**src/hw/rtl/pcc_pkg.sv**
```systemverilog
// Shared types, turn codes and helper functions for the polygon convexity check.
`default_nettype none

package pcc_pkg;

    // Coordinate and arithmetic widths fixed by the item format
    localparam int unsigned CoordW = 16;
    localparam int unsigned DiffW  = CoordW + 1;
    localparam int unsigned ProdW  = 2 * DiffW;
    localparam int unsigned CrossW = ProdW + 1;
    localparam int unsigned EpsW   = 34;

    // Number of turn checks carried per item: the running one and two closing ones
    localparam int unsigned NumChecks = 3;

    // Sign of one significant turn, or none when the turn counts as collinear
    typedef enum logic [1:0] {
        TURN_NONE = 2'd0,
        TURN_POS  = 2'd1,
        TURN_NEG  = 2'd2
    } t_turn;

    // Running record of the reference turn and any mismatch seen
    typedef struct packed {
        t_turn turn;
        logic  broken;
    } t_track;

    // Edge differences of one vertex triple (a, b, c)
    typedef struct packed {
        logic [DiffW-1:0] dx_ba;
        logic [DiffW-1:0] dy_ca;
        logic [DiffW-1:0] dy_ba;
        logic [DiffW-1:0] dx_ca;
    } t_diff;

    // Control flags that travel with an item down the pipeline
    typedef struct packed {
        logic chk_run;
        logic chk_close;
        logic last;
        logic too_few;
    } t_flags;

    // Exact difference of two signed coordinates
    function automatic logic [DiffW-1:0] coord_diff(
        input logic [CoordW-1:0] a,
        input logic [CoordW-1:0] b
    );
        return {a[CoordW-1], a} - {b[CoordW-1], b};
    endfunction

    // Folds one turn sign into the running record
    function automatic t_track fold_turn(input t_track st, input t_turn s);
        t_track res;
        res = st;
        if (s != TURN_NONE) begin
            if (st.turn == TURN_NONE) begin
                res.turn = s;
            end else if (st.turn != s) begin
                res.broken = 1'b1;
            end
        end
        return res;
    endfunction

endpackage

`default_nettype wire

```
**src/hw/rtl/pcc_cross.sv**
```systemverilog
// One cross product unit: product stage, then magnitude test against epsilon.
`default_nettype none

module pcc_cross (
    input  wire logic                      i_clk,
    input  wire logic                      i_en_mul,
    input  wire logic                      i_en_cmp,
    input  wire pcc_pkg::t_diff            i_diff,
    input  wire logic [pcc_pkg::EpsW-1:0]  i_eps,
    output pcc_pkg::t_turn                 o_sign
);
    import pcc_pkg::*;

    logic signed [ProdW-1:0]  r_pa;
    logic signed [ProdW-1:0]  r_pb;
    logic signed [CrossW-1:0] cross_val;
    logic        [CrossW-1:0] mag;
    t_turn                    r_sign;
    t_turn                    n_sign;

    // The two products of the cross term
    always_ff @(posedge i_clk) begin
        if (i_en_mul) begin
            r_pa <= $signed(i_diff.dx_ba) * $signed(i_diff.dy_ca);
            r_pb <= $signed(i_diff.dy_ba) * $signed(i_diff.dx_ca);
        end
    end

    // Difference, magnitude and sign; the magnitude always fits in the epsilon width
    always_comb begin
        cross_val = {r_pa[ProdW-1], r_pa} - {r_pb[ProdW-1], r_pb};
        mag       = cross_val[CrossW-1] ? (~cross_val + 1'b1) : cross_val;
        if (mag[EpsW-1:0] <= i_eps) begin
            n_sign = TURN_NONE;
        end else if (cross_val[CrossW-1]) begin
            n_sign = TURN_NEG;
        end else begin
            n_sign = TURN_POS;
        end
    end

    always_ff @(posedge i_clk) begin
        if (i_en_cmp) begin
            r_sign <= n_sign;
        end
    end

    assign o_sign = r_sign;

endmodule

`default_nettype wire

```
**config.mk**
```make
export PLATFORM = sky130hd
export DESIGN_NAME = pcc_cross
export DESIGN_NICKNAME = d
export VERILOG_FILES = /design/src/hw/rtl/pcc_pkg.sv /design/src/hw/rtl/pcc_cross.sv
export SDC_FILE = /design/constraint.sdc
export NUM_CORES = 2
export LEC_CHECK = 0
export BUFFER_PORTS_ARGS = -buffer_cell sky130_fd_sc_hd__buf_2
export CORE_UTILIZATION = 70
export DETAILED_ROUTE_END_ITERATION = 16
export PLACE_DENSITY = 0.91
export SLEW_MARGIN = 20
export SYNTH_ARGS = -nofsm -noshare
export SYNTH_HDL_FRONTEND = slang
export SYNTH_SLANG_ARGS = --single-unit
```
**constraint.sdc**
```tcl
create_clock -name i_clk -period 23.4 [get_ports i_clk]
set_input_delay 4.68 -clock i_clk [delete_from_list [all_inputs] [get_ports i_clk]]
set_output_delay 4.68 -clock i_clk [all_outputs]
set_load 0.01 [all_outputs]
```
==> metrics.md <==
| Metric | Value |
|---|---|
| Worst-case clock buffer depth | `2` |
| Routed len/inst | `17.5 microns` |
| Final setup viols | `0` |
| Iteration-0 DRC Markers | `1296` |
| Status | `complete, no violations` |
| Metal3 WL | `4230 microns` |
| Total routed wirelength | `62300 microns` |
| N_diodes | `0` |
| Multi-input logic area | `0.0221 sq mm` |
| Max-slew violations | `0` |
| Grt total ovfl | `0` |
| Reg2Reg Setup Slack | `16.16 ns` |
| Final hold vios | `0` |
| Slew @ Worst Pin | `1.11 ns` |
| #FFs+latches synth | `70` |
| Commonest register cell after synthesis | `edfxtp_1` |
| Setup crit start | `i_diff[2]` |
| Post-Syn Instances | `2998` |
| First-pass GRT wire length | `104000 microns` |
| Cts bufs inserted | `9` |
| Register area share after synthesis | `0.0769` |
| Placement row count | `72` |
| Std-Cell Core Area | `0.0386 sq mm` |
| H-tree Lvls | `3` |
| Port bufs | `106` |
| Layout area overhead | `4.23%` |
| Unrepaired setup endpoints after global routing | `false` |
| Top Metal Used | `met5` |
| Vias post-DR | `20400` |
| # DRC | `0` |
| Initial Util | `0.709` |
| Clock sinks | `70` |
| Clk_lat worst skew | `0.35 ns` |
| Yosys warns | `0` |
| Post-Syn Area | `about 0.027 sq mm` |
| Commonest non-fill, non-tap cell in the layout | `inv_1` |
| CTS tree | `yes` |
| Seq. cell area | `roughly 0.0021 sq mm` |
| RePlAce Congestion | `0.922` |
| Die area | `0.0399 sq mm` |
| Synth top area cells | `fa_1 43%, ha_1 11%, inv_1 10%, edfxtp_1 7.7%, and2_1 6.1%` |
| Synth cell types | `70` |
| Met2 WL post-DR | `between 30000 and 40000 microns` |
| Crit Path Max Fanout | `17` |
| CP Data Arrival Time | `around 11 ns` |
| Crit path kind | `input pin to register` |
| Ys async rst share | `0` |
| Largest net degree at the start of global routing | `69` |
| Antenna violations before repair | `1` |
| CP endpoint kind | `register` |
| Clk_skew | `0.00442 ns` |
| Number of vias per cell | `5.74` |
| MaxCap Viol Count | `0` |
| PostCTS Resize Cnt | `0` |
| Die H | `200 microns` |
| Worst setup path end | `r_pb[31]$_DFFE_PP_` |
| I/O Pins | `~110` |
| EDFF count, synth | `70` |
| Synth Net Count | `between 3000 and 4000` |
| Commonest cells after routing, fill and taps aside | `747 x inv_1, 593 x fa_1, 343 x nand2_1` |
| Top-area cell type share of the netlist area | `0.434` |
| Synthesized area per cell | `9.12 sq um` |
| Nets | `3966` |
| Depth of the most critical reg-to-reg path | `25` |
| Vias in the first global route | `roughly 22000` |
| Slew HR | `0.263` |
| Setup TNS | `0 ns` |
| Share of layout cells above drive strength 1 | `0.0494` |
| Critical R2R Capture | `o_sign[0]$_SDFFCE_PP0P_` |
| Reg clk slew, reported paths | `0.06 ns` |
| # Post-CTS Setup Buffers | `0` |
| Reg2reg start | `r_pa[19]$_DFFE_PP_` |
| Fillers | `2780` |
| Post-synth top area cell | `fa_1` |
| Chip width | `200 microns` |
| CTS Hold Bufs | `0` |
| M1 WL | `approximately 24000 microns` |
| FMAX | `89.3 MHz` |
| Post-DRT Antenna Nets | `0` |
| Root Buffer | `clkbuf_16` |
| Startpoint Class | `input pin` |
| Worst min path class | `register to register` |
| Final min period | `11.20 ns` |
| Critical path data required time | `between 20 and 25 ns` |
| DP HPWL | `52700 microns` |
| Final period util | `0.479` |
| Gr usage total | `0.335` |
| 1st-pass router iterations | `6` |
-- per-layer routing --
metal | vias up | track usage
met5 | - | 0
met4 | 2 | 0.134
met3 | 218 | 0.0451
met2 | 866 | 0.572
met1 | 10200 | 0.433
li1 | 9079 | -
-- per-stage QoR --
step,worst slack [ns],utilization,hold slack [ns],std cells,cell area [sq um]
2_1_floorplan,12.49,-,0.935,2998,27300
3_3_place_gp,12.02,0.731,1.12,3536,28200
3_5_place_dp,11.88,0.731,1.11,3536,28200
4_1_cts,12.24,0.739,1.14,3552,28500
5_1_grt,11.95,0.739,1.20,3552,28500
6_report,12.20,0.739,1.16,3552,28500
-- critical path, cell delays in order --
cell	delay (ns)
buf_2	0.30
nand2_1	0.13
fa_1	0.52
fa_1	0.58
fa_1	0.45
fa_1	0.54
inv_1	0.05
fa_1	0.47
inv_1	0.05
fa_1	0.47
inv_1	0.04
ha_1	0.36
a21o_1	0.21
a21o_1	0.17
a221o_1	0.29
a31oi_1	0.44
a21oi_1	0.27
o311a_1	0.37
o31a_1	0.34
and2_1	0.18
o21ai_0	0.15
nand2b_1	0.08
xor2_1	0.14
-- worst min-delay path by stage --
stage	startpoint	end	slack, ns	cells past startpoint
after global placement	r_pa[33]$_DFFE_PP_	o_sign[1]$_SDFFCE_PP0P_	1.12	4
after floorplan	r_pa[33]$_DFFE_PP_	o_sign[1]$_SDFFCE_PP0P_	0.93	3
after detailed placement	r_pa[33]$_DFFE_PP_	o_sign[0]$_SDFFCE_PP0P_	1.11	4
after CTS	r_pa[33]$_DFFE_PP_	o_sign[0]$_SDFFCE_PP0P_	1.14	4
after global routing	r_pa[33]$_DFFE_PP_	o_sign[1]$_SDFFCE_PP0P_	1.20	4
final	r_pa[33]$_DFFE_PP_	o_sign[0]$_SDFFCE_PP0P_	1.16	4
-- Yosys cell counts (all sizes together) (10+ instances only) --
cell type  number
a21o           39
a21oi          93
and2          268
clkbuf         87
edfxtp         70
fa            593
ha            239
inv           747
nand2         344
nand2b         26
nand3          17
nand4          20
nor2           84
nor2b          17
nor3           21
o21a           13
o21ai          61
or3            10
xnor2         111
xor2           18
-- cell type report --
class	instances	area share
inverter	747	0.0984
clock buffer	10	0.00804
sequential	70	0.0738
multi-input combinational	2092	0.775
clock inverter	6	0.00220
timing repair buffer	109	0.0194
tap	518	0.0227
-- logic make-up (layout without fill, tap and decap cells) --
family | Yosys count | after routing | share of synthesized area
adders and majority gates | 832 | 832 | 0.544
buffers and inverters | 836 | 872 | 0.115
AOI/OAI and AO/OA | 287 | 287 | 0.0683
muxes | 3 | 3 | 0.00114
and+or+nand+nor | 841 | 841 | 0.154
DFF | 70 | 70 | 0.0769
xor gates and xnor gates | 129 | 129 | 0.0413
-- registers in the layout, summed over array words and instances (netlist names) --
| name | cells |
|---|---|
| r_pa | 34 |
| o_sign | 2 |
| r_pb | 34 |
Power is left out: the tool's default activity adds up to more than one toggle a clock period on the data nets, which glitch-free logic cannot reach.
