File: config.mk
export PLATFORM = sky130hd
export DESIGN_NAME = pcc_front
export DESIGN_NICKNAME = d
export VERILOG_FILES = /design/src/hw/rtl/pcc_pkg.sv /design/src/hw/rtl/pcc_front.sv
export SDC_FILE = /design/constraint.sdc
export NUM_CORES = 1
export LEC_CHECK = 0
export BUFFER_PORTS_ARGS = -buffer_cell sky130_fd_sc_hd__buf_2
export CORE_ASPECT_RATIO = 0.75
export CORE_MARGIN = 5
export CORE_UTILIZATION = 50
export DETAILED_ROUTE_END_ITERATION = 16
export PLACE_DENSITY = 0.71
export SYNTH_ARGS = -nofsm -noshare
export SYNTH_HDL_FRONTEND = slang
export SYNTH_SLANG_ARGS = --single-unit
export TNS_END_PERCENT = 5
File: constraint.sdc
create_clock -name i_clk -period 2.88 [get_ports i_clk]
set_clock_uncertainty 0.05 [all_clocks]
set_input_delay 0.288 -clock i_clk [delete_from_list [all_inputs] [get_ports i_clk]]
set_output_delay 0.288 -clock i_clk [all_outputs]
set_load 0.05 [all_outputs]
File: src/hw/rtl/pcc_pkg.sv
// Shared types, turn codes and helper functions for the polygon convexity check.
`default_nettype none

package pcc_pkg;

    // Coordinate and arithmetic widths fixed by the item format
    localparam int unsigned CoordW = 16;
    localparam int unsigned DiffW  = CoordW + 1;
    localparam int unsigned ProdW  = 2 * DiffW;
    localparam int unsigned CrossW = ProdW + 1;
    localparam int unsigned EpsW   = 34;

    // Number of turn checks carried per item: the running one and two closing ones
    localparam int unsigned NumChecks = 3;

    // Sign of one significant turn, or none when the turn counts as collinear
    typedef enum logic [1:0] {
        TURN_NONE = 2'd0,
        TURN_POS  = 2'd1,
        TURN_NEG  = 2'd2
    } t_turn;

    // Running record of the reference turn and any mismatch seen
    typedef struct packed {
        t_turn turn;
        logic  broken;
    } t_track;

    // Edge differences of one vertex triple (a, b, c)
    typedef struct packed {
        logic [DiffW-1:0] dx_ba;
        logic [DiffW-1:0] dy_ca;
        logic [DiffW-1:0] dy_ba;
        logic [DiffW-1:0] dx_ca;
    } t_diff;

    // Control flags that travel with an item down the pipeline
    typedef struct packed {
        logic chk_run;
        logic chk_close;
        logic last;
        logic too_few;
    } t_flags;

    // Exact difference of two signed coordinates
    function automatic logic [DiffW-1:0] coord_diff(
        input logic [CoordW-1:0] a,
        input logic [CoordW-1:0] b
    );
        return {a[CoordW-1], a} - {b[CoordW-1], b};
    endfunction

    // Folds one turn sign into the running record
    function automatic t_track fold_turn(input t_track st, input t_turn s);
        t_track res;
        res = st;
        if (s != TURN_NONE) begin
            if (st.turn == TURN_NONE) begin
                res.turn = s;
            end else if (st.turn != s) begin
                res.broken = 1'b1;
            end
        end
        return res;
    endfunction

endpackage

`default_nettype wire

File: src/hw/rtl/pcc_front.sv
// Vertex history and the edge differences of every triple that an item closes.
`default_nettype none

module pcc_front (
    input  wire logic                          i_clk,
    input  wire logic                          i_rst_n,
    input  wire logic                          i_load,
    input  wire logic [pcc_pkg::CoordW-1:0]    i_x,
    input  wire logic [pcc_pkg::CoordW-1:0]    i_y,
    input  wire logic                          i_last,
    output pcc_pkg::t_diff                     o_diff [pcc_pkg::NumChecks],
    output pcc_pkg::t_flags                    o_flags
);
    import pcc_pkg::*;

    logic [1:0]        r_seen;
    logic [1:0]        n_seen;
    logic [CoordW-1:0] r_first_x, r_first_y, r_second_x, r_second_y;
    logic [CoordW-1:0] r_older_x, r_older_y, r_newer_x, r_newer_y;
    t_diff             r_diff [NumChecks];
    t_diff             n_diff [NumChecks];
    t_flags            r_flags;
    t_flags            n_flags;

    // Differences for (older, newer, new), (newer, new, first) and (new, first, second)
    always_comb begin
        n_diff[0].dx_ba = coord_diff(r_newer_x, r_older_x);
        n_diff[0].dy_ca = coord_diff(i_y, r_older_y);
        n_diff[0].dy_ba = coord_diff(r_newer_y, r_older_y);
        n_diff[0].dx_ca = coord_diff(i_x, r_older_x);

        n_diff[1].dx_ba = coord_diff(i_x, r_newer_x);
        n_diff[1].dy_ca = coord_diff(r_first_y, r_newer_y);
        n_diff[1].dy_ba = coord_diff(i_y, r_newer_y);
        n_diff[1].dx_ca = coord_diff(r_first_x, r_newer_x);

        n_diff[2].dx_ba = coord_diff(r_first_x, i_x);
        n_diff[2].dy_ca = coord_diff(r_second_y, i_y);
        n_diff[2].dy_ba = coord_diff(r_first_y, i_y);
        n_diff[2].dx_ca = coord_diff(r_second_x, i_x);
    end

    // Which checks apply; a polygon needs two earlier vertices before any turn exists
    always_comb begin
        n_flags.chk_run   = (r_seen >= 2'd2);
        n_flags.chk_close = i_last && (r_seen >= 2'd2);
        n_flags.last      = i_last;
        n_flags.too_few   = i_last && (r_seen < 2'd2);
    end

    // Vertex count saturates at three and starts again after the last vertex
    always_comb begin
        if (i_last) begin
            n_seen = 2'd0;
        end else if (r_seen != 2'd3) begin
            n_seen = r_seen + 2'd1;
        end else begin
            n_seen = r_seen;
        end
    end

    always_ff @(posedge i_clk) begin
        if (!i_rst_n) begin
            r_seen <= 2'd0;
        end else if (i_load) begin
            r_seen <= n_seen;
        end
    end

    // Coordinate history and the registered triple data
    always_ff @(posedge i_clk) begin
        if (i_load) begin
            if (r_seen == 2'd0) begin
                r_first_x <= i_x;
                r_first_y <= i_y;
            end
            if (r_seen == 2'd1) begin
                r_second_x <= i_x;
                r_second_y <= i_y;
            end
            r_older_x <= r_newer_x;
            r_older_y <= r_newer_y;
            r_newer_x <= i_x;
            r_newer_y <= i_y;
            r_diff    <= n_diff;
            r_flags   <= n_flags;
        end
    end

    assign o_diff  = r_diff;
    assign o_flags = r_flags;

endmodule

`default_nettype wire

==> parameters.txt <==
Parameter                              Value

Worst setup path
  Crit end category ... flop
  Required time at the endpoint of the critical path ... just over 3000 ps
  Slowest cell delay on critical path ... about 530 ps
  CP cell instances ... dlygate4sd3_1, buf_2, ha_1, nor2b_1, o21a_1, o21a_1, o311a_1, or4_1, a31o_1, a21oi_2, xnor2_1
  WP buf/inv ... 2
  Cell at the slowest stage of the critical path ... sky130_fd_sc_hd__dlygate4sd3_1
  Startpoint Class ... primary input
  Maximum fanout encountered on the critical timing path ... 6
  Cell mode on critical path ... sky130_fd_sc_hd__o21a_1
  Gate family responsible for the most delay along the worst path ... compound AO/OA/AOI/OAI gates
  CP Class ... in -> reg
  Endpoint arrival time on the critical path ... between 3000 and 4000 ps

Power and ir drop
  Maximum resistive drop on vdd ... 0.518 mV
  Power density over cell area ... approximately 700 nW/um^2
  Cell leakage power ... a little under 10 nW

Route
  Total via count after detailed routing ... around 13000
  Routed wire length per instance ... between 15 and 20 um
  Number of optimization iterations in the first detailed-route pass ... 5
  DR vias/cell ... around 5.4
  Total length of routed wires ... 44200 um
  Remaining design rule violation count ... 0
  Remaining antenna violation count after routing ... 0
  DRC violation total after the first TritonRoute iteration ... just under 900

Floorplan
  Width of the chip ... about 230 um
  Num rows ... just over 60
  Die area ... 41700 sq um
  Core box area ... 37200 sq um
  Starting density of the core ... 50.7%
  Height of the die ... roughly 180 um
  Top-level port count ... approximately 240

Clock tree
  Clock tree from TritonCTS ... built
  Post-CTS repair timing setup buffer count ... 0
  Clock buffers created by TritonCTS ... 37
  Maximum buffer depth of the clock tree ... 3
  Worst-skew pair later-pin latency ... roughly 530 ps
  Clock sink count ... around 340
  Clock-pin slew reported for the worst setup and hold paths after clock tree synthesis ... 60 ps
  H-tree depth ... 2
  Clock root buffer ... sky130_fd_sc_hd__clkbuf_16

Synthesis
  Register area share after synthesis ... 53.8%
  Syn Area/Cell ... roughly 12 sq um
  Cell taking the most area after synthesis ... sky130_fd_sc_hd__edfxtp_1
  Number of flops mapped to enable cells by yosys ... 336
  Seq cells post-synth ... roughly 340
  Number of standard cells after synthesis ... between 1500 and 2000
  Cell Area, Synth ... between 15000 and 20000 sq um
  Flip-flop cell with the highest count after synthesis ... sky130_fd_sc_hd__edfxtp_1
  Area contributors post-synth ... sky130_fd_sc_hd__edfxtp_1, sky130_fd_sc_hd__ha_1, sky130_fd_sc_hd__xnor2_1
  Post-synthesis async set-or-reset flop share ... 0%
  Unique masters post-synth ... between 60 and 70
  Net count after synthesis ... approximately 1800
  Warnings from Yosys ... 0
  Area fraction of the dominant cell type after synthesis ... roughly 54%

Worst hold path
  Hold Path Class ... in -> reg

STA
  Final slew viol count ... 0
  Worst-margin pin slew ... around 720 ps
  Max Freq ... ~350 MHz
  Hold Violations, Final ... 0
  RSZ-0062 raised after global routing ... true
  Sum of negative setup slack ... 0 ps
  Period utilisation layout ... roughly 100%
  Setup slack of the critical path after layout ... ~5.3 ps
  Slew margin rel. ... between 50% and 60%
  Setup violations, final ... 0
  Shortest clock period the worst path allows after layout ... approximately 2900 ps

Layout
  Post-Layout Cell Count ... 2440
  Ratio of cells with drive above 1 in the final layout ... about a fifth
  Antenna diode count ... 0
  Register area ... 10100 sq um
  Most common library cell in the layout ignoring fill and taps ... sky130_fd_sc_hd__edfxtp_1
  Commonest cells after routing, fill and taps aside ... sky130_fd_sc_hd__edfxtp_1, sky130_fd_sc_hd__buf_2, sky130_fd_sc_hd__ha_1
  Final net count ... 2154
  Syn-to-layout area delta ... 19.6%
  FILL cells ... roughly 3000
  Total area of multi-input combinational cells ... between 8000 and 9000 sq um

Global route
  Global route overflow ... 0
  Pin count of the biggest net entering global routing ... between 100 and 150
  Number of global-route vias before repair ... 13363
  First-pass GRT wire length ... ~68000 um
  Initial antenna violation count ... 0
  Aggregate global-route resource usage ... just over 20%

Placement
  DP Wirelength ... 33600 um
  Pre-CTS WS ... -44.0 ps
  Count of port buffers added during placement ... ~240
  Count of placed standard cells including taps ... 2350
  GP Congestion ... around 0.88

Outcome
  Result of the run ... complete, no violations

Flow run
  Max-cap check violation count ... 0
[layout make-up]
cell class | count | share of cell area [%]
clock buffers | 52 | 4.59
clock inverters | 13 | 0.705
inverters | 169 | 2.82
multi-input cells | 1060 | 36.3
flip-flops and latches | 338 | 45.0
well taps | 504 | 2.80
repair buffers | 304 | 7.86
[power breakdown]
part / internal (mW) / total, mW / switching [mW]
sequential: 6.17 / 6.40 / 0.227
clock: 2.79 / 4.71 / 1.92
combinational: 1.43 / 4.61 / 3.18
total: 10.4 / 15.7 / 5.33
[registers in the layout, summed over array words and instances, names as in the netlist]
| name | cells |
|---|---|
| r_first_y | 16 |
| r_older_y | 16 |
| r_second_y | 16 |
| r_seen | 2 |
| r_newer_y | 16 |
| r_newer_x | 16 |
| r_older_x | 16 |
| r_second_x | 16 |
| o_flags | 4 |
| r_first_x | 16 |
| o_diff | 204 |
[timing repair]
action                                 4_1_cts  5_1_grt
resized for setup                            0       27
endpoints found under the hold margin       59        0
setup endpoints to repair                    0       28
hold buffers                                25        0
[routing by layer]
metal	track usage, %	vias up	wire length (um)
met5	0	-	0
met2	37.2	364	22200
met4	5.04	0	972
met3	3.26	65	2420
met1	26.3	6357	18600
li1	-	6473	-
[logic make-up after synthesis]
family                     synth area share, %
and+or+nand+nor                           7.94
AOI/OAI and AO/OA                         13.8
muxes                                   0.0598
adders and majority gates                 14.3
buffers and inverters                     3.43
DFF                                       53.8
xor gates and xnor gates                  6.74
[cell usage after synthesis (8+ instances only)]
| cell | number |
|---|---|
| sky130_fd_sc_hd__inv_1 | 169 |
| sky130_fd_sc_hd__edfxtp_1 | 336 |
| sky130_fd_sc_hd__a21o_1 | 57 |
| sky130_fd_sc_hd__o22ai_1 | 10 |
| sky130_fd_sc_hd__o21a_1 | 34 |
| sky130_fd_sc_hd__xor2_1 | 37 |
| sky130_fd_sc_hd__nand2_1 | 51 |
| sky130_fd_sc_hd__or3_1 | 9 |
| sky130_fd_sc_hd__o31a_1 | 8 |
| sky130_fd_sc_hd__o21bai_1 | 11 |
| sky130_fd_sc_hd__o21ai_1 | 26 |
| sky130_fd_sc_hd__nand4_1 | 10 |
| sky130_fd_sc_hd__a31oi_1 | 10 |
| sky130_fd_sc_hd__nor3_1 | 24 |
| sky130_fd_sc_hd__o21ai_0 | 61 |
| sky130_fd_sc_hd__a21oi_1 | 124 |
| sky130_fd_sc_hd__fa_1 | 12 |
| sky130_fd_sc_hd__nand2b_1 | 19 |
| sky130_fd_sc_hd__or2_2 | 8 |
| sky130_fd_sc_hd__nor2b_1 | 49 |
| sky130_fd_sc_hd__ha_1 | 196 |
| sky130_fd_sc_hd__nor2_1 | 93 |
| sky130_fd_sc_hd__xnor2_1 | 108 |
| sky130_fd_sc_hd__nand3_1 | 14 |
[path summary, 6_finish.rpt]
kind / startpoint / endpoint / slack (ps) / cells after the start
worst max-delay path: i_y[2] / o_diff[184]$_DFFE_PP_ / 5 / 11
worst min-delay path: i_x[6] / r_newer_x[6]$_DFFE_PP_ / 10 / 1
worst max register to register: r_newer_x[1]$_DFFE_PP_ / o_diff[134]$_DFFE_PP_ / 40 / 10
worst min register to register: r_newer_y[13]$_DFFE_PP_ / r_older_y[13]$_DFFE_PP_ / 440 / 0
[through the flow]
step	utilization (%)	power [mW]	hold WS (ps)	area (sq um)
2_1_floorplan	-	9.79	337	18800
3_3_place_gp	56.4	10.9	418	21000
3_5_place_dp	56.4	11.0	421	21000
4_1_cts	60.3	15.8	0.0378	22400
5_1_grt	60.6	16.4	11.0	22500
6_report	60.6	15.7	12.4	22500
No activity file was read; power rests on OpenSTA's default activity.
