<file path="config.mk">
export PLATFORM = sky130hd
export DESIGN_NAME = pcc_fold
export DESIGN_NICKNAME = d
export VERILOG_FILES = /design/src/hw/rtl/pcc_pkg.sv /design/src/hw/rtl/pcc_fold.sv
export SDC_FILE = /design/constraint.sdc
export NUM_CORES = 1
export LEC_CHECK = 0
export ABC_AREA = 1
export BUFFER_PORTS_ARGS = -buffer_cell sky130_fd_sc_hd__buf_2
export CAP_MARGIN = 40
export CORE_AREA = 5 5 42 44
export CTS_BUF_LIST = sky130_fd_sc_hd__clkbuf_4 sky130_fd_sc_hd__clkbuf_8
export DETAILED_ROUTE_END_ITERATION = 10
export DIE_AREA = 0 0 47 49
export GPL_TIMING_DRIVEN = 0
export PLACE_DENSITY_LB_ADDON = 0.2
export RECOVER_POWER = 50
export SYNTH_ARGS = -nofsm -noshare
export SYNTH_HDL_FRONTEND = slang
export SYNTH_SLANG_ARGS = --single-unit
</file>
<file path="constraint.sdc">
create_clock -name i_clk -period 1.4 [get_ports i_clk]
set_input_delay 0.28 -clock i_clk [delete_from_list [all_inputs] [get_ports i_clk]]
set_output_delay 0.28 -clock i_clk [all_outputs]
set_load 0.03 [all_outputs]
</file>
<file path="src/hw/rtl/pcc_pkg.sv">
// Shared types, turn codes and helper functions for the polygon convexity check.
`default_nettype none

package pcc_pkg;

    // Coordinate and arithmetic widths fixed by the item format
    localparam int unsigned CoordW = 16;
    localparam int unsigned DiffW  = CoordW + 1;
    localparam int unsigned ProdW  = 2 * DiffW;
    localparam int unsigned CrossW = ProdW + 1;
    localparam int unsigned EpsW   = 34;

    // Number of turn checks carried per item: the running one and two closing ones
    localparam int unsigned NumChecks = 3;

    // Sign of one significant turn, or none when the turn counts as collinear
    typedef enum logic [1:0] {
        TURN_NONE = 2'd0,
        TURN_POS  = 2'd1,
        TURN_NEG  = 2'd2
    } t_turn;

    // Running record of the reference turn and any mismatch seen
    typedef struct packed {
        t_turn turn;
        logic  broken;
    } t_track;

    // Edge differences of one vertex triple (a, b, c)
    typedef struct packed {
        logic [DiffW-1:0] dx_ba;
        logic [DiffW-1:0] dy_ca;
        logic [DiffW-1:0] dy_ba;
        logic [DiffW-1:0] dx_ca;
    } t_diff;

    // Control flags that travel with an item down the pipeline
    typedef struct packed {
        logic chk_run;
        logic chk_close;
        logic last;
        logic too_few;
    } t_flags;

    // Exact difference of two signed coordinates
    function automatic logic [DiffW-1:0] coord_diff(
        input logic [CoordW-1:0] a,
        input logic [CoordW-1:0] b
    );
        return {a[CoordW-1], a} - {b[CoordW-1], b};
    endfunction

    // Folds one turn sign into the running record
    function automatic t_track fold_turn(input t_track st, input t_turn s);
        t_track res;
        res = st;
        if (s != TURN_NONE) begin
            if (st.turn == TURN_NONE) begin
                res.turn = s;
            end else if (st.turn != s) begin
                res.broken = 1'b1;
            end
        end
        return res;
    endfunction

endpackage

`default_nettype wire

</file>
<file path="src/hw/rtl/pcc_fold.sv">
// Turn sign tracking per polygon and the result register.
`default_nettype none

module pcc_fold (
    input  wire logic              i_clk,
    input  wire logic              i_rst_n,
    input  wire logic              i_adv,
    input  wire pcc_pkg::t_flags   i_flags,
    input  wire pcc_pkg::t_turn    i_sign [pcc_pkg::NumChecks],
    output logic                   o_is_convex,
    output logic                   o_too_few
);
    import pcc_pkg::*;

    t_track r_track;
    t_track n_track;
    t_track folded;
    logic   r_is_convex;
    logic   r_too_few;

    // Fold the running turn first, then the two closing turns in order
    always_comb begin
        folded = r_track;
        if (i_flags.chk_run) begin
            folded = fold_turn(folded, i_sign[0]);
        end
        if (i_flags.chk_close) begin
            folded = fold_turn(folded, i_sign[1]);
            folded = fold_turn(folded, i_sign[2]);
        end
        if (i_flags.last) begin
            n_track = '{turn: TURN_NONE, broken: 1'b0};
        end else begin
            n_track = folded;
        end
    end

    always_ff @(posedge i_clk) begin
        if (!i_rst_n) begin
            r_track <= '{turn: TURN_NONE, broken: 1'b0};
        end else if (i_adv) begin
            r_track <= n_track;
        end
    end

    // Result of a closing vertex
    always_ff @(posedge i_clk) begin
        if (i_adv && i_flags.last) begin
            r_is_convex <= !i_flags.too_few && !folded.broken;
            r_too_few   <= i_flags.too_few;
        end
    end

    assign o_is_convex = r_is_convex;
    assign o_too_few   = r_too_few;

endmodule

`default_nettype wire

</file>
==> results of run 1 <==
## cell type report
type	instances	area share
repair buffers	14	0.1256
inverters	9	0.07346
flip-flops and latches	5	0.2370
well taps	16	0.03791
clock buffers	4	0.05687
multi-input cells	40	0.4692
## cells by family after synthesis
| group | after synthesis | share of synthesized area |
|---|---|---|
| and+or+nand+nor | 30 | 0.4214 |
| AOI/OAI and AO/OA | 10 | 0.1673 |
| buffers and inverters | 9 | 0.09029 |
| DFF | 5 | 0.3211 |
## cell usage after synthesis
library cell | n | share of area
sky130_fd_sc_hd__o21ai_1 | 2 | 0.027
sky130_fd_sc_hd__nand2_1 | 15 | 0.15
sky130_fd_sc_hd__nand2_4 | 1 | 0.030
sky130_fd_sc_hd__nand3_2 | 3 | 0.080
sky130_fd_sc_hd__nor2_1 | 1 | 0.010
sky130_fd_sc_hd__a22o_1 | 1 | 0.023
sky130_fd_sc_hd__nand3_1 | 5 | 0.067
sky130_fd_sc_hd__edfxtp_1 | 2 | 0.16
sky130_fd_sc_hd__nor2_2 | 1 | 0.017
sky130_fd_sc_hd__a31oi_1 | 1 | 0.017
sky130_fd_sc_hd__nand4_1 | 2 | 0.033
sky130_fd_sc_hd__a21oi_2 | 2 | 0.047
sky130_fd_sc_hd__inv_2 | 5 | 0.050
sky130_fd_sc_hd__nand2_2 | 2 | 0.033
sky130_fd_sc_hd__a21oi_1 | 4 | 0.054
sky130_fd_sc_hd__inv_1 | 4 | 0.040
sky130_fd_sc_hd__dfxtp_1 | 3 | 0.16
## power groups by stage
stage               logic, mW  clock network (mW)  registers, mW
finish                  0.125               0.191          0.167
global route            0.138               0.206          0.167
CTS                     0.115               0.195          0.166
detailed placement      0.115                   0          0.168
global placement        0.113                   0          0.168
floorplan              0.0684                   0          0.175
## per-stage QoR
step | instances | power, mW
3_5_place_dp | 84 | 0.2838
6_report | 88 | 0.4830
4_1_cts | 88 | 0.4764
5_1_grt | 88 | 0.5113
2_1_floorplan | 54 | 0.2432
3_3_place_gp | 84 | 0.2816
## worst max-delay path, cell delays in order (launching register included)
cell	delay (ps)
sky130_fd_sc_hd__dfxtp_2	340
sky130_fd_sc_hd__inv_4	80
sky130_fd_sc_hd__nand3_4	80
sky130_fd_sc_hd__nand2_4	90
sky130_fd_sc_hd__inv_2	50
sky130_fd_sc_hd__a21oi_2	120
sky130_fd_sc_hd__nand2_1	60
sky130_fd_sc_hd__nand3_1	80
sky130_fd_sc_hd__nand2_1	60
sky130_fd_sc_hd__nand2_1	70
sky130_fd_sc_hd__nor2_1	40
## state kept, by name, summed over array words and instances, names as in the netlist
| name | count |
|---|---|
| r_track | 3 |
| o_is_convex | 1 |
| o_too_few | 1 |
## worst paths after layout
| path | slack (ps) | end | cells past startpoint |
|---|---|---|---|
| min reg2reg | 490 | r_track[0]$_SDFFE_PN0P_ | 2 |
| max | 80 | o_is_convex$_DFFE_PP_ | 10 |
| max reg2reg | 80 | o_is_convex$_DFFE_PP_ | 10 |
| min | 270 | o_too_few$_DFFE_PP_ | 1 |
## layer usage
layer / part of all wire / wire length [um]
met1: 0.38 / 383
met2: 0.55 / 558
met3: 0.061 / 62
met4: 0.0079 / 8
met5: 0 / 0
## timing repair
item / 4_1_cts / 5_1_grt
gates resized for setup: 0 / 10
setup endpoints to repair: 0 / 2
hold buffers: 0 / 0
==> flow_summary.json, run 1 <==
{
  "finalHoldWorstSlack_ps": 274.1,
  "switching_share": 0.3055,
  "crit_arrival_ps": 1320,
  "clkLatencyLatePin_ps": 240,
  "critical_path_required_ps": 1400,
  "rows": 14,
  "intPower_mw": 0.3354,
  "netlist_area_sq_um": 374.1,
  "synth.distinct_cells": 17,
  "gr-usage-all-layers": 0.07975,
  "timing.critical_path.fanout_max": 4,
  "peakVddDrop_v": 0.0002326,
  "p_leak_nw": 0.2436,
  "path_class": "reg2reg",
  "syn-num-nets": 67,
  "syn2layout_area_growth_pct": 41.14,
  "routed_via_density": 4.693,
  "design_area_sq_um": 528.0,
  "dr_total_vias": 413,
  "slew_violations": 0,
  "achievable-frequency_mhz": 754.9,
  "cts-root-buf": "sky130_fd_sc_hd__clkbuf_4",
  "portBuffers": 14,
  "clock_power_share": 0.396,
  "cts_sinks": 5,
  "worstHoldStart": "i_flags[0]",
  "final_core_util": 0.3768,
  "detailed_place_hpwl_um": 749.5,
  "pin_count": 15,
  "setup_skew_after_layout_ps": 2.488,
  "mostFrequentLayoutCells": "14 x sky130_fd_sc_hd__nand2_1, 11 x sky130_fd_sc_hd__buf_2",
  "number_of_violations_of_the_max_capacitance_limit": 0,
  "antenna_left": 0,
  "timing.max_slew.rel_slack": 0.7603,
  "grtUsageMet1": 0.08186,
  "cts_max_path_buffers": 2,
  "use_met3": 0.01107,
  "r2r-start": "r_track[2]$_SDFFE_PN0P_",
  "fillcell_total": 163,
  "placer_congestion_estimate": 0.6867,
  "synth_cells": 54,
  "grt_pass1_wl_um": 1297,
  "post-cts-setup-buffers": 0,
  "crit_start": "r_track[2]$_SDFFE_PN0P_",
  "layout.area.seq_sq_um": 125.1,
  "placed_cell_area_sq_um": 464.2,
  "grt-busiest-layer": "met2",
  "antenna_found_initial": 0,
  "synth_seq_area_share": 0.3211,
  "drt_first_pass_iters": 4,
  "yosys_warn_count": 0,
  "final_critical_path_setup_slack_ps": 75.35,
  "cts_htree_levels": 1,
  "yosys_register_bits": 5,
  "clk_pin_slew_ps": 50,
  "detail_route.wl_per_cell_um": 11.50,
  "cts_buffers": 3,
  "cp-start-kind": "flip-flop",
  "seq_power_share": 0.345,
  "detail_route.drc_violations": 0,
  "first_global_vias": 349,
  "timing.setup.tns_ps": 0,
  "initial_core_util": 0.2670,
  "n_antenna_cell": 0,
  "globalRoute.totalOverflow": 0,
  "outcome": "finished, final reports clean",
  "pin_count_of_the_biggest_net_entering_global_routing": 5,
  "pwr_density_cell_nw_per_um2": 914.7,
  "timing.final.crit_share": 0.9462,
  "core_region_area_sq_um": 1401,
  "worstSetupEndpointType": "flip-flop",
  "routed_wirelength_um": 1012,
  "detailedRoute.firstIterationViolations": 9,
  "multiInputGateArea_sq_um": 247.7,
  "dieArea_sq_um": 2303,
  "syn_avg_cell_area_sq_um": 6.928,
  "fp.dieH_um": 49,
  "tritoncts": "built",
  "comb_power_share": 0.259,
  "grt.met2_usage": 0.1244,
  "worst_margin_slew_ps": 361.1,
  "pre_cts_slack_ps": 59.94,
  "mostFrequentLayoutCell": "sky130_fd_sc_hd__nand2_1",
  "timing.final.hold_violations": 0,
  "final.min_clock_period_ps": 1325,
  "hold_path_class": "in2reg",
  "p_switching_mw": 0.1475,
  "nets": 86,
  "drive_gt1_frac": 0.4583,
  "die_width_um": 47,
  "final_setup_violation_count": 0
}
(Power assumes the default switching activity.)
==> inputs of run 2 (changes only) <==
--- a/config.mk
+++ b/config.mk
@@ -13,7 +13,7 @@
 export DETAILED_ROUTE_END_ITERATION = 10
 export DIE_AREA = 0 0 47 49
 export GPL_TIMING_DRIVEN = 0
-export PLACE_DENSITY_LB_ADDON = 0.2
+export PLACE_DENSITY = 0.58
 export RECOVER_POWER = 50
 export SYNTH_ARGS = -nofsm -noshare
 export SYNTH_HDL_FRONTEND = slang
==> flow_summary.json, run 2 (synthesis results as in run 1) <==
{
  "mostFrequentLayoutCell": "sky130_fd_sc_hd__nand2_1",
  "n_antenna_cell": 0,
  "hold-path-cell-count": 1,
  "final_setup_violation_count": 0,
  "pin_count_of_the_biggest_net_entering_global_routing": 5,
  "setup_skew_after_layout_ps": 3.657,
  "detailedRoute.firstIterationViolations": 2,
  "seq_power_share": 0.357,
  "initial_core_util": 0.2670,
  "detail_route.drc_violations": 0,
  "gr-usage-all-layers": 0.07551,
  "clk_pin_slew_ps": 40,
  "multiInputGateArea_sq_um": 227.7,
  "largest-register": "r_track",
  "antenna_found_initial": 0,
  "clkLatencyLatePin_ps": 240,
  "intPower_mw": 0.3330,
  "cts.hold.buffers_added": 0,
  "p_switching_mw": 0.1300,
  "timing.critical_path.fanout_max": 4,
  "clock_power_share": 0.391,
  "cts_max_path_buffers": 2,
  "first_global_vias": 349,
  "antenna_left": 0,
  "route.top_layer_used": "met4",
  "crit_arrival_ps": 1310,
  "drt_first_pass_iters": 4,
  "final_critical_path_setup_slack_ps": 78.23,
  "worstSetupEndpointType": "flip-flop",
  "hold_path_end": "o_too_few$_DFFE_PP_",
  "layout.area.seq_sq_um": 125.1,
  "pin_count": 15,
  "routed_wirelength_um": 816,
  "fp.dieH_um": 49,
  "worstHoldStart": "i_flags[0]",
  "cp-start-kind": "flip-flop",
  "mostFrequentLayoutCells": "14 x sky130_fd_sc_hd__nand2_1, 13 x sky130_fd_sc_hd__buf_2, 5 x sky130_fd_sc_hd__nand3_1",
  "cts_buffers": 3,
  "pwr_density_cell_nw_per_um2": 911.4,
  "number_of_violations_of_the_max_capacitance_limit": 0,
  "met2_wirelength_um": 399,
  "final.min_clock_period_ps": 1322,
  "worst_r2r_path_depth": 10,
  "critical_path_required_ps": 1390,
  "timing.final.crit_share": 0.9441,
  "hold_path_class": "in2reg",
  "peakVddDrop_v": 0.0002309,
  "syn2layout_area_growth_pct": 35.79,
  "detail_route.wl_per_cell_um": 9.273,
  "core_region_area_sq_um": 1401,
  "path_class": "reg2reg",
  "r2r-start": "r_track[1]$_SDFFE_PN0P_",
  "cts-root-buf": "sky130_fd_sc_hd__clkbuf_4",
  "met1Wirelength_um": 336,
  "fillcell_total": 174,
  "dr_total_vias": 404,
  "cts_htree_levels": 1,
  "worst_margin_slew_ps": 156.4,
  "slew_violations": 0,
  "timing.max_slew.rel_slack": 0.8965,
  "cts_sinks": 5,
  "rows": 14,
  "dieArea_sq_um": 2303,
  "drive_gt1_frac": 0.4722,
  "grt_pass1_wl_um": 1235,
  "globalRoute.totalOverflow": 0,
  "nets": 86,
  "die_width_um": 47,
  "tritoncts": "built",
  "portBuffers": 14,
  "detailed_place_hpwl_um": 685.4,
  "routed_via_density": 4.591,
  "rrSetupSlack_ps": 80,
  "routed-wl-met3_um": 67,
  "rsz0062_at_grt": "no",
  "crit-reg2reg-capture": "o_is_convex$_DFFE_PP_",
  "placer_congestion_estimate": 0.6617,
  "achievable-frequency_mhz": 756.6,
  "flip_flop_count_of_the_largest_register_all_copies_and_words_added": 3,
  "p_leak_nw": 0.2445,
  "timing.setup.tns_ps": 0,
  "comb_power_share": 0.252,
  "pre_cts_slack_ps": 64.56,
  "outcome": "finished, final reports clean",
  "timing.final.hold_violations": 0,
  "switching_share": 0.2808
}
## run 2: worst max path at each step
| stage | startpoint | end | cells past startpoint |
|---|---|---|---|
| after floorplan | r_track[2]$_SDFFE_PN0P_ | o_is_convex$_DFFE_PP_ | 10 |
| after global placement | r_track[1]$_SDFFE_PN0P_ | o_is_convex$_DFFE_PP_ | 11 |
| after detailed placement | r_track[2]$_SDFFE_PN0P_ | o_is_convex$_DFFE_PP_ | 11 |
| after CTS | r_track[1]$_SDFFE_PN0P_ | o_is_convex$_DFFE_PP_ | 11 |
| after global routing | r_track[2]$_SDFFE_PN0P_ | r_track[0]$_SDFFE_PN0P_ | 11 |
| final | r_track[1]$_SDFFE_PN0P_ | o_is_convex$_DFFE_PP_ | 10 |
## run 2: critical path, stage by stage (launching register included)
cell and delay (ps):
sky130_fd_sc_hd__dfxtp_4 350, sky130_fd_sc_hd__inv_4 70, sky130_fd_sc_hd__nand3_2 80, sky130_fd_sc_hd__nand2_2 120
sky130_fd_sc_hd__nand2_1 60, sky130_fd_sc_hd__nand2_1 100, sky130_fd_sc_hd__nand2_4 50, sky130_fd_sc_hd__nand3_1 90
sky130_fd_sc_hd__nand2_1 50, sky130_fd_sc_hd__nand2_1 70, sky130_fd_sc_hd__nor2_1 40
## run 2: final cells by class
cell class,count,area share
clock buffers,4,0.05911
inverters,9,0.07143
well taps,16,0.03941
multi-input cells,40,0.4483
flip-flops and latches,5,0.2463
repair buffers,14,0.1355
## run 2: per-stage QoR
stage / cells / power, mW / hold slack [ps] / instance area [sq um] / utilization
5_1_grt: 88 / 0.4958 / 219.4 / 508.0 / 0.3625
2_1_floorplan: 54 / 0.2432 / 378.9 / 374.1 / -
6_report: 88 / 0.4630 / 239.7 / 508.0 / 0.3625
3_5_place_dp: 84 / 0.2819 / 474.5 / 464.2 / 0.3313
4_1_cts: 88 / 0.4691 / 228.1 / 494.2 / 0.3527
3_3_place_gp: 84 / 0.2808 / 479.2 / 464.2 / 0.3313
## run 2: per-layer routing
layer,track usage,up-vias
li1,-,217
met1,0.07965,176
met2,0.1109,9
met3,0.01476,2
met4,0.08295,0
met5,0,-
## run 2: what timing repair did
action                                  in CTS  in global routing
endpoints found under the setup margin       0                  2
resized for setup                            0                  6
buffers inserted                             0                  0
## run 2: power by group through the flow
stage	clock network (mW)	logic [mW]	registers, mW
5_1_grt	0.200	0.130	0.166
6_report	0.181	0.117	0.165
4_1_cts	0.189	0.114	0.166
3_3_place_gp	0	0.113	0.168
2_1_floorplan	0	0.0684	0.175
3_5_place_dp	0	0.114	0.168
